--- config.mk ---
export PLATFORM = sky130hd
export DESIGN_NAME = qrm_div
export DESIGN_NICKNAME = d
export VERILOG_FILES = /design/src/rtl/core/qrm_pkg.sv /design/src/rtl/core/qrm_div.sv
export SDC_FILE = /design/constraint.sdc
export NUM_CORES = 2
export LEC_CHECK = 0
export BUFFER_PORTS_ARGS = -buffer_cell sky130_fd_sc_hd__buf_2
export CORE_MARGIN = 1.5
export CORE_UTILIZATION = 31
export DETAILED_ROUTE_END_ITERATION = 6
export GPL_TIMING_DRIVEN = 0
export SLEW_MARGIN = 20
export SYNTH_ARGS = -nofsm -noshare
export SYNTH_HDL_FRONTEND = slang
export SYNTH_SLANG_ARGS = --single-unit
--- constraint.sdc ---
create_clock -name clk -period 6.3 [get_ports clk]
set_input_delay 0.315 -clock clk [delete_from_list [all_inputs] [get_ports clk]]
set_output_delay 0.315 -clock clk [all_outputs]
set_load 0.05 [all_outputs]
--- src/rtl/core/qrm_pkg.sv ---
`timescale 1ns / 1ps
// Package for the quaternion to rotation matrix block.
// Field widths, fixed-point formats, pipeline depths and the result record.
// No dependencies.

package qrm_pkg;

	localparam int FRAC_BITS = 14;

	localparam int IN_W  = 16;
	localparam int OUT_W = 16;
	localparam int SCL_W = 16;

	localparam int PRD_W = 2 * IN_W;
	localparam int SQ_W  = 2 * IN_W - 1;
	localparam int NRM_W = 2 * IN_W + 1;
	localparam int SUM_W = 2 * IN_W;
	localparam int CRS_W = 2 * IN_W + 1;
	localparam int PS_W  = SCL_W + SUM_W;
	localparam int PO_W  = SCL_W + CRS_W;

	localparam int NUM_W = ((NRM_W + FRAC_BITS > PS_W) ? NRM_W + FRAC_BITS : PS_W) + 1;
	localparam int QUO_W = OUT_W;
	localparam int DIV_W = (NUM_W > NRM_W + QUO_W) ? NUM_W : NRM_W + QUO_W;
	localparam int DIV_LAT = QUO_W + 3;

	localparam int APB_W   = 32;
	localparam int PADDR_W = 3;

	typedef logic signed [OUT_W-1:0] ent_t;
	typedef logic [PADDR_W-3:0] reg_idx_t;

	localparam reg_idx_t REG_SCALE = reg_idx_t'(0);
	localparam logic [SCL_W-1:0] SCALE_RST = SCL_W'(32768);

	localparam ent_t SAT_MAX = ent_t'({1'b0, {(OUT_W-1){1'b1}}});
	localparam ent_t SAT_MIN = ent_t'({1'b1, {(OUT_W-1){1'b0}}});
	localparam logic [QUO_W-1:0] NEG_LIM = {1'b1, {(QUO_W-1){1'b0}}};
	localparam ent_t ONE_SAT = (FRAC_BITS >= OUT_W - 1) ? SAT_MAX : ent_t'(1 << FRAC_BITS);

	typedef struct packed {
		ent_t m00;
		ent_t m01;
		ent_t m02;
		ent_t m10;
		ent_t m11;
		ent_t m12;
		ent_t m20;
		ent_t m21;
		ent_t m22;
		logic zero_norm;
	} mat_t;

	localparam mat_t IDENT = '{
		m00: ONE_SAT, m01: '0, m02: '0,
		m10: '0, m11: ONE_SAT, m12: '0,
		m20: '0, m21: '0, m22: ONE_SAT,
		zero_norm: 1'b1
	};

	function automatic logic signed [PRD_W-1:0] smul(input logic signed [IN_W-1:0] a,
			input logic signed [IN_W-1:0] b);
		return PRD_W'(a) * PRD_W'(b);
	endfunction

endpackage

--- src/rtl/core/qrm_div.sv ---
`timescale 1ns / 1ps
// One matrix entry: rounded signed ratio num / den, pipelined restoring
// division one quotient bit per stage, saturated to 16 bits. Depends on qrm_pkg.

module qrm_div
	import qrm_pkg::*;
(
	input  logic                    clk,
	input  logic                    en,
	input  logic signed [NUM_W-1:0] num,
	input  logic [NRM_W-1:0]        den,
	output ent_t                    res
);

	logic [DIV_W-1:0] d_c;
	logic [DIV_W-1:0] d_s1;
	logic [NRM_W-1:0] n_s1;
	logic             neg_s1;

	logic [DIV_W-1:0] rem_s [QUO_W];
	logic [NRM_W-1:0] n_s [QUO_W];
	logic [QUO_W-1:0] q_s [QUO_W+1];
	logic             ovf_s [QUO_W+1];
	logic             neg_s [QUO_W+1];

	logic [DIV_W-1:0] dv_c [QUO_W];
	logic             ge_c [QUO_W];
	ent_t             sat_c;
	ent_t             res_q;

	always_comb begin
		// |num| plus half the divisor: round to nearest, ties away from zero
		if (num[NUM_W-1]) begin
			d_c = DIV_W'(den >> 1) - DIV_W'(num);
		end else begin
			d_c = DIV_W'(num) + DIV_W'(den >> 1);
		end
		for (int k = 0; k < QUO_W; k++) begin
			dv_c[k] = DIV_W'(n_s[k]) << (QUO_W - 1 - k);
			ge_c[k] = rem_s[k] >= dv_c[k];
		end
		if (neg_s[QUO_W]) begin
			if (ovf_s[QUO_W] || q_s[QUO_W] > NEG_LIM) begin
				sat_c = SAT_MIN;
			end else begin
				sat_c = ent_t'(-q_s[QUO_W]);
			end
		end else begin
			if (ovf_s[QUO_W] || q_s[QUO_W][QUO_W-1]) begin
				sat_c = SAT_MAX;
			end else begin
				sat_c = ent_t'(q_s[QUO_W]);
			end
		end
	end

	always_ff @(posedge clk) begin
		if (en) begin
			d_s1   <= d_c;
			n_s1   <= den;
			neg_s1 <= num[NUM_W-1];

			rem_s[0] <= d_s1;
			n_s[0]   <= n_s1;
			neg_s[0] <= neg_s1;
			ovf_s[0] <= d_s1 >= (DIV_W'(n_s1) << QUO_W);
			q_s[0]   <= '0;

			for (int k = 0; k < QUO_W; k++) begin
				q_s[k+1]   <= {q_s[k][QUO_W-2:0], ge_c[k]};
				ovf_s[k+1] <= ovf_s[k];
				neg_s[k+1] <= neg_s[k];
			end
			for (int k = 1; k < QUO_W; k++) begin
				rem_s[k] <= ge_c[k-1] ? rem_s[k-1] - dv_c[k-1] : rem_s[k-1];
				n_s[k]   <= n_s[k-1];
			end

			res_q <= sat_c;
		end
	end

	assign res = res_q;

endmodule

# Word-level counts from Yosys, hierarchy flattened
# Memories as Yosys holds them, arrays and structs flattened.
# Cells that the tools add are included.
# word_totals
in_bits	84
out_inout_bits	16
memories	5
ramBits	1618
reg_bits	99
# op_classes
add_sub_neg	18
n_mux	21
n_reduce_logical	2
n_lt_le_gt_ge	18
# mem_list
memory	words	width	read_ports	rd_clocked_by_memory_dff	wr	line_no	source
rem_s	16	49	16	0	16	qrm_div.sv:20	logic [DIV_W-1:0] rem_s [QUO_W];
n_s	16	33	16	0	16	qrm_div.sv:21	logic [NRM_W-1:0] n_s [QUO_W];
q_s	17	16	17	0	17	qrm_div.sv:22	logic [QUO_W-1:0] q_s [QUO_W+1];
neg_s	17	1	17	0	17	qrm_div.sv:24	logic neg_s [QUO_W+1];
ovf_s	17	1	17	0	17	qrm_div.sv:23	logic ovf_s [QUO_W+1];
# ops
cell	count
49-bit two-way mux	16
49-bit by 32-bit adder with 49-bit output	1
49-bit by 33-bit greater-or-equal comparator with 1-bit output	1
49-bit by 34-bit greater-or-equal comparator with 1-bit output	1
49-bit by 35-bit greater-or-equal comparator with 1-bit output	1
49-bit by 36-bit greater-or-equal comparator with 1-bit output	1
49-bit by 37-bit greater-or-equal comparator with 1-bit output	1
49-bit by 38-bit greater-or-equal comparator with 1-bit output	1
49-bit by 39-bit greater-or-equal comparator with 1-bit output	1
49-bit by 40-bit greater-or-equal comparator with 1-bit output	1
49-bit by 41-bit greater-or-equal comparator with 1-bit output	1
49-bit by 42-bit greater-or-equal comparator with 1-bit output	1
49-bit by 43-bit greater-or-equal comparator with 1-bit output	1
49-bit by 44-bit greater-or-equal comparator with 1-bit output	1
49-bit by 45-bit greater-or-equal comparator with 1-bit output	1
49-bit by 46-bit greater-or-equal comparator with 1-bit output	1
49-bit by 47-bit greater-or-equal comparator with 1-bit output	1
49-bit by 48-bit greater-or-equal comparator with 1-bit output	1
49-bit greater-or-equal comparator	1
32-bit by 49-bit subtractor with 49-bit output	1
49-bit by 34-bit subtractor with 49-bit output	1
49-bit by 35-bit subtractor with 49-bit output	1
49-bit by 36-bit subtractor with 49-bit output	1
49-bit by 37-bit subtractor with 49-bit output	1
other kinds (16)	20

# Logic depth before layout (Yosys ltp)
# An unclocked memory read counts as a cell.
# depth
word_depth	5
depth_mapped	18
ltp_nobuf	17

# Worst setup path before layout
# OpenSTA, ideal clock, no wires.
# synth_timing
path_type	input -> register
startpoint	in num[48]
endpoint	reg d_s1[48], data pin
slack_ns	1.730
arrival_ns	4.313
path_stages	17
n_path_buf	4
path_cell_list	clkbuf_1 clkbuf_1 clkbuf_1 clkbuf_1 mux2i_1 inv_1 fa_1 nand2b_1 a21oi_1 o21ai_0 and3_1 o311a_1 nor3_1 a221oi_1 o21ai_2 nand4_1 xor2_1
# synth_via
elab_chain_cells	2
# synth_rtl
element	line_no	source
start, declared	qrm_div.sv:10	input logic signed [NUM_W-1:0] num,
49-bit by 32-bit adder with 49-bit output or 32-bit by 49-bit subtractor with 49-bit output (tied branches)	qrm_div.sv:36, qrm_div.sv:34	
49-bit two-way mux *	qrm_div.sv:33	if (num[NUM_W-1]) begin
named net d_c[48]	qrm_div.sv:15	logic [DIV_W-1:0] d_c;
end signal, assigned	qrm_div.sv:59	d_s1 <= d_c;
end, declared	qrm_div.sv:16	logic [DIV_W-1:0] d_s1;
# Mark *: on every way through the listed nets, which the timed path passes. The rest lies on a longest branch.
# A chain may end at the register's enable or synchronous reset.

# Worst setup path in the final report
# Ends and elaborated chain as after synthesis.

==> flow_metrics.py <==
metrics = {
    "critical_path": {
        "path_class": "input port to flip-flop",
        "slowest_stage_delay_cp_ns": 0.51,
        "timing.reg2reg.worst_path_depth": 13,
        "worst_ep_arrival_time_ns": 6.49,
        "startpoint_kind_of_the_worst_setup_timing_path": "input port",
        "cell_at_the_slowest_stage_of_the_critical_path": "sky130_fd_sc_hd__dlygate4sd3_1",
        "critical_path_buf_inv_count": 7,
        "highest_fanout_seen_on_the_critical_path": 10,
        "path_common_cell": "sky130_fd_sc_hd__clkbuf_1",
        "critical_path.cell_chain": "dlygate4sd3_1 -> buf_2 -> clkbuf_1 -> clkbuf_1 -> clkbuf_1 -> clkbuf_1 -> mux2i_1 -> inv_1 -> fa_1 -> nand2b_1 -> a21oi_1 -> o21ai_0 -> and3_1 -> o311a_1 -> nor3_1 -> a221oi_1 -> o21ai_2 -> nand4_1 -> xor2_1",
        "regToRegSetupSlack_ns": 0.42,
        "r2r_end": "rem_s[8][31]",
        "crit-reg2reg-launch": "rem_s[7][31]",
        "cp-end-kind": "flip-flop",
        "critical_path.top_delay_family": "buffers and inverters",
        "worstPathRequired_ns": 6.86,
    },
    "synthesis": {
        "number_of_instances_in_the_synthesized_netlist": 8097,
        "netlist.area_leader.share": 0.535,
        "dominantRegCellSynth": "sky130_fd_sc_hd__edfxtp_1",
        "synth_net_count": 8792,
        "synth-async-reset-ratio": 0,
        "ys_types": 96,
        "synth_area_sq_um": 88800,
        "ys_warns": 0,
        "synth_enable_flop_cells": 1581,
        "synth_sequential_area_ratio": 0.535,
        "post_synth_main_area_contributors": "sky130_fd_sc_hd__edfxtp_1 53%, sky130_fd_sc_hd__ha_1 8.4%, sky130_fd_sc_hd__a21oi_1 3.9%, sky130_fd_sc_hd__xnor2_1 3.6%, sky130_fd_sc_hd__o21ai_0 3.2%",
        "syn-mean-instance-area_sq_um": 11.0,
        "synth_largest_area_cell": "sky130_fd_sc_hd__edfxtp_1",
        "synth_seq_cells": 1581,
    },
    "power_and_ir_drop": {
        "ir_worst_vdd_v": 0.000220,
        "total_switching_power_mw": 15.8,
        "swShare": 0.360,
        "clock_group_share_of_total_power": 0.235,
        "cellPowerDensity_nw_per_um2": 437,
        "power.sequential.fraction": 0.370,
        "cell_internal_pwr_mw": 28.1,
        "share_comb_of_total_power": 0.395,
        "static_leakage_nw": 39.1,
    },
    "floorplan": {
        "coreArea_sq_um": 285000,
        "die-height_um": 538,
        "placement_rows": 196,
        "die_area_sq_um": 290000,
        "initial_standard_cell_utilization_of_the_core": 0.312,
        "die_w_um": 538,
        "io_pins": 100,
    },
    "grt": {
        "grt_pass1_wl_mm": 355,
        "grt_max_degree": 158,
        "globalRouteOverflowTotal": 0,
        "groute.usage.overall": 0.156,
        "via_count_of_the_first_global_routing_pass": 63500,
        "grt_antenna_before_repair": 3,
    },
    "min_path": {
        "hold_path_startpoint": "num[36]",
        "hold_path_depth": 3,
        "worst_hold_path_endpoint": "d_s1[36]",
        "worst_hold_path_type": "input port to flip-flop",
    },
    "sta": {
        "timing.slew.headroom": 0.187,
        "final_hold_viol_count": 0,
        "final_max_slew_viol_count": 0,
        "worst_slew_pin_slew_ns": 1.21,
        "finalCritPeriodShare": 0.942,
        "skew_ns": 0.0247,
        "highest_attainable_clock_frequency_ghz": 0.169,
        "setup_viol_count_final": 0,
        "final.min_clock_period_ns": 5.93,
        "unrepaired_setup_endpoints_after_global_routing": "false",
        "worst_slack_ns": 0.366,
    },
    "clock_tree": {
        "cts-buffers-inserted": 175,
        "worst_skew_pair.late_latency_ns": 0.81,
        "clk_root_buffer_cell": "sky130_fd_sc_hd__clkbuf_16",
        "ctsHtreeMaxLevel": 4,
        "post_cts.repair.setup_buffers": 0,
        "tritoncts": "yes",
        "clk_transition_reported_paths_ns": 0.06,
        "cts_hold_buf": 47,
        "clock_sinks": 1581,
        "clock_tree.buffer_depth": 3,
        "cts.repair.resized": 0,
    },
    "routing": {
        "total_routed_wirelength_mm": 232,
        "remaining_drc_errors": 0,
        "antenna_left": 0,
        "post_drt_wl_per_cell_um": 18.8,
        "drt_pass1_iterations": 5,
        "vias": 61100,
        "detail_route.iter0.violations": 3429,
        "vias_per_cell": 4.95,
    },
    "layout": {
        "nets_finish": 9124,
        "post-route-cell-area_sq_um": 101000,
        "fillers": 28000,
        "seqCellArea_sq_um": 47500,
        "synthToLayoutAreaGrowth_pct": 13.4,
        "multiInputGateArea_sq_um": 37800,
        "share_of_cells_above_drive_strength_1": 0.0639,
    },
    "placed_design": {
        "port_buffers": 96,
        "hpwl_mm": 183,
        "routabilityCongestion": 0.972,
        "placedInstanceArea_sq_um": 94400,
        "pre_cts_ws_ns": -0.0255,
    },
    "run": {
        "drv.max_cap_violation_count": 0,
    },
    "run_status": {
        "status": "finished clean",
    },
}
[state kept, by name (all words and copies together), names as in the netlist]
register	count
n_s	528
neg_s1	1
n_s1	33
neg_s	17
d_s1	49
rem_s	784
res	16
q_s	136
ovf_s	17
[layer usage]
layer,wire length (um),vias up,GRT usage
met5,0,-,0
met3,5890,586,0.0189
met2,127000,1206,0.314
met4,16400,0,0.103
met1,83100,28800,0.146
li1,-,30500,-
[synth_stat cells (all sizes together) (31+ instances only)]
library cell	number
a211oi	50
a21o	323
a21oi	685
a31oi	79
and2	32
and3	73
clkbuf	191
edfxtp	1581
ha	595
inv	720
mux2	78
nand2	615
nand2b	98
nand3	149
nand4	115
nor2	487
nor2b	86
nor3	143
nor4	88
o211ai	31
o21a	63
o21ai	573
o21bai	56
o31ai	43
or2	48
or3	54
xnor2	367
xor2	258
[worst max-delay path by stage]
stage                           from           end  slack [ns]  cells after the start
after floorplan              num[48]      d_s1[48]        1.73                     17
after global placement            en      d_s1[41]      -19.45                      1
after detailed placement     num[48]      d_s1[48]       -0.03                     18
after CTS                 n_s[7][23]  rem_s[8][31]        0.23                     14
after global routing         num[48]      d_s1[48]        0.02                     19
final                        num[48]      d_s1[48]        0.37                     19
[layout by cell type (no fill, tap or decap), types with 63 or more instances in the layout]
cell type and count:
sky130_fd_sc_hd__nor2_1 487, sky130_fd_sc_hd__nor4_1 81, sky130_fd_sc_hd__xor2_1 258, sky130_fd_sc_hd__clkbuf_16 178, sky130_fd_sc_hd__nor3_1 141, sky130_fd_sc_hd__buf_2 104, sky130_fd_sc_hd__ha_1 595, sky130_fd_sc_hd__inv_1 718
sky130_fd_sc_hd__a21o_1 323, sky130_fd_sc_hd__clkbuf_1 230, sky130_fd_sc_hd__xnor2_1 367, sky130_fd_sc_hd__nand2b_1 98, sky130_fd_sc_hd__nand3_1 149, sky130_fd_sc_hd__o21ai_0 563, sky130_fd_sc_hd__mux2_2 78, sky130_fd_sc_hd__o21a_1 63
sky130_fd_sc_hd__and3_1 73, sky130_fd_sc_hd__nand4_1 115, sky130_fd_sc_hd__a21oi_1 684, sky130_fd_sc_hd__edfxtp_1 1581, sky130_fd_sc_hd__nand2_1 615, sky130_fd_sc_hd__nor2b_1 86, sky130_fd_sc_hd__a31oi_1 77
[cells by family after synthesis]
family | synth area share
AOI/OAI and AO/OA | 0.149
and+or+nand+nor | 0.116
DFF | 0.535
buffers and inverters | 0.0399
xor gates and xnor gates | 0.0616
adders and majority gates | 0.0874
muxes | 0.0109
[stage by stage]
step	util	setup TNS (ns)	hold slack (ns)	total power, mW	std cells
floorplan	-	0	0.400	28.9	8097
global placement	0.330	-	0.401	33.9	12000
detailed placement	0.331	-0.0255	0.405	33.7	12000
global route	0.353	0	0.0488	46.8	12300
CTS	0.353	0	0.00327	44.2	12300
finish	0.353	0	0.0977	44.0	12300
[power by group through the flow]
stage	clock (mW)	sequential [mW]	combinational, mW
after floorplan	0	15.9	12.9
after global placement	0	16.9	17.0
after detailed placement	0	16.5	17.2
after CTS	10.7	16.3	17.3
after global routing	11.1	16.5	19.3
final	10.3	16.3	17.3
[cell type report]
class	count	share of cell area
Antenna cell	3	0.0000746
Buffer	220	0.00834
Clock buffer	217	0.0457
Clock inverter	111	0.0122
Inverter	720	0.0268
Multi-Input combinational cell	5576	0.376
Sequential cell	1581	0.472
Tap cell	3762	0.0467
Timing Repair Buffer	155	0.0127
[worst register-to-register path: stages, from the launching register on]
cell                       delay (ns)
sky130_fd_sc_hd__edfxtp_1        0.40
sky130_fd_sc_hd__ha_1            0.28
sky130_fd_sc_hd__clkbuf_1        0.31
sky130_fd_sc_hd__and4_1          0.30
sky130_fd_sc_hd__nand3_1         0.23
sky130_fd_sc_hd__nor4_2          0.64
sky130_fd_sc_hd__nand4_1         0.57
sky130_fd_sc_hd__o211ai_1        0.41
sky130_fd_sc_hd__nand2b_1        0.16
sky130_fd_sc_hd__a21oi_1         0.09
sky130_fd_sc_hd__nor2_1          0.52
sky130_fd_sc_hd__clkbuf_1        0.79
sky130_fd_sc_hd__clkbuf_1        0.68
sky130_fd_sc_hd__a21oi_1         0.20
Note: power is estimated with default switching activity, not from simulation.
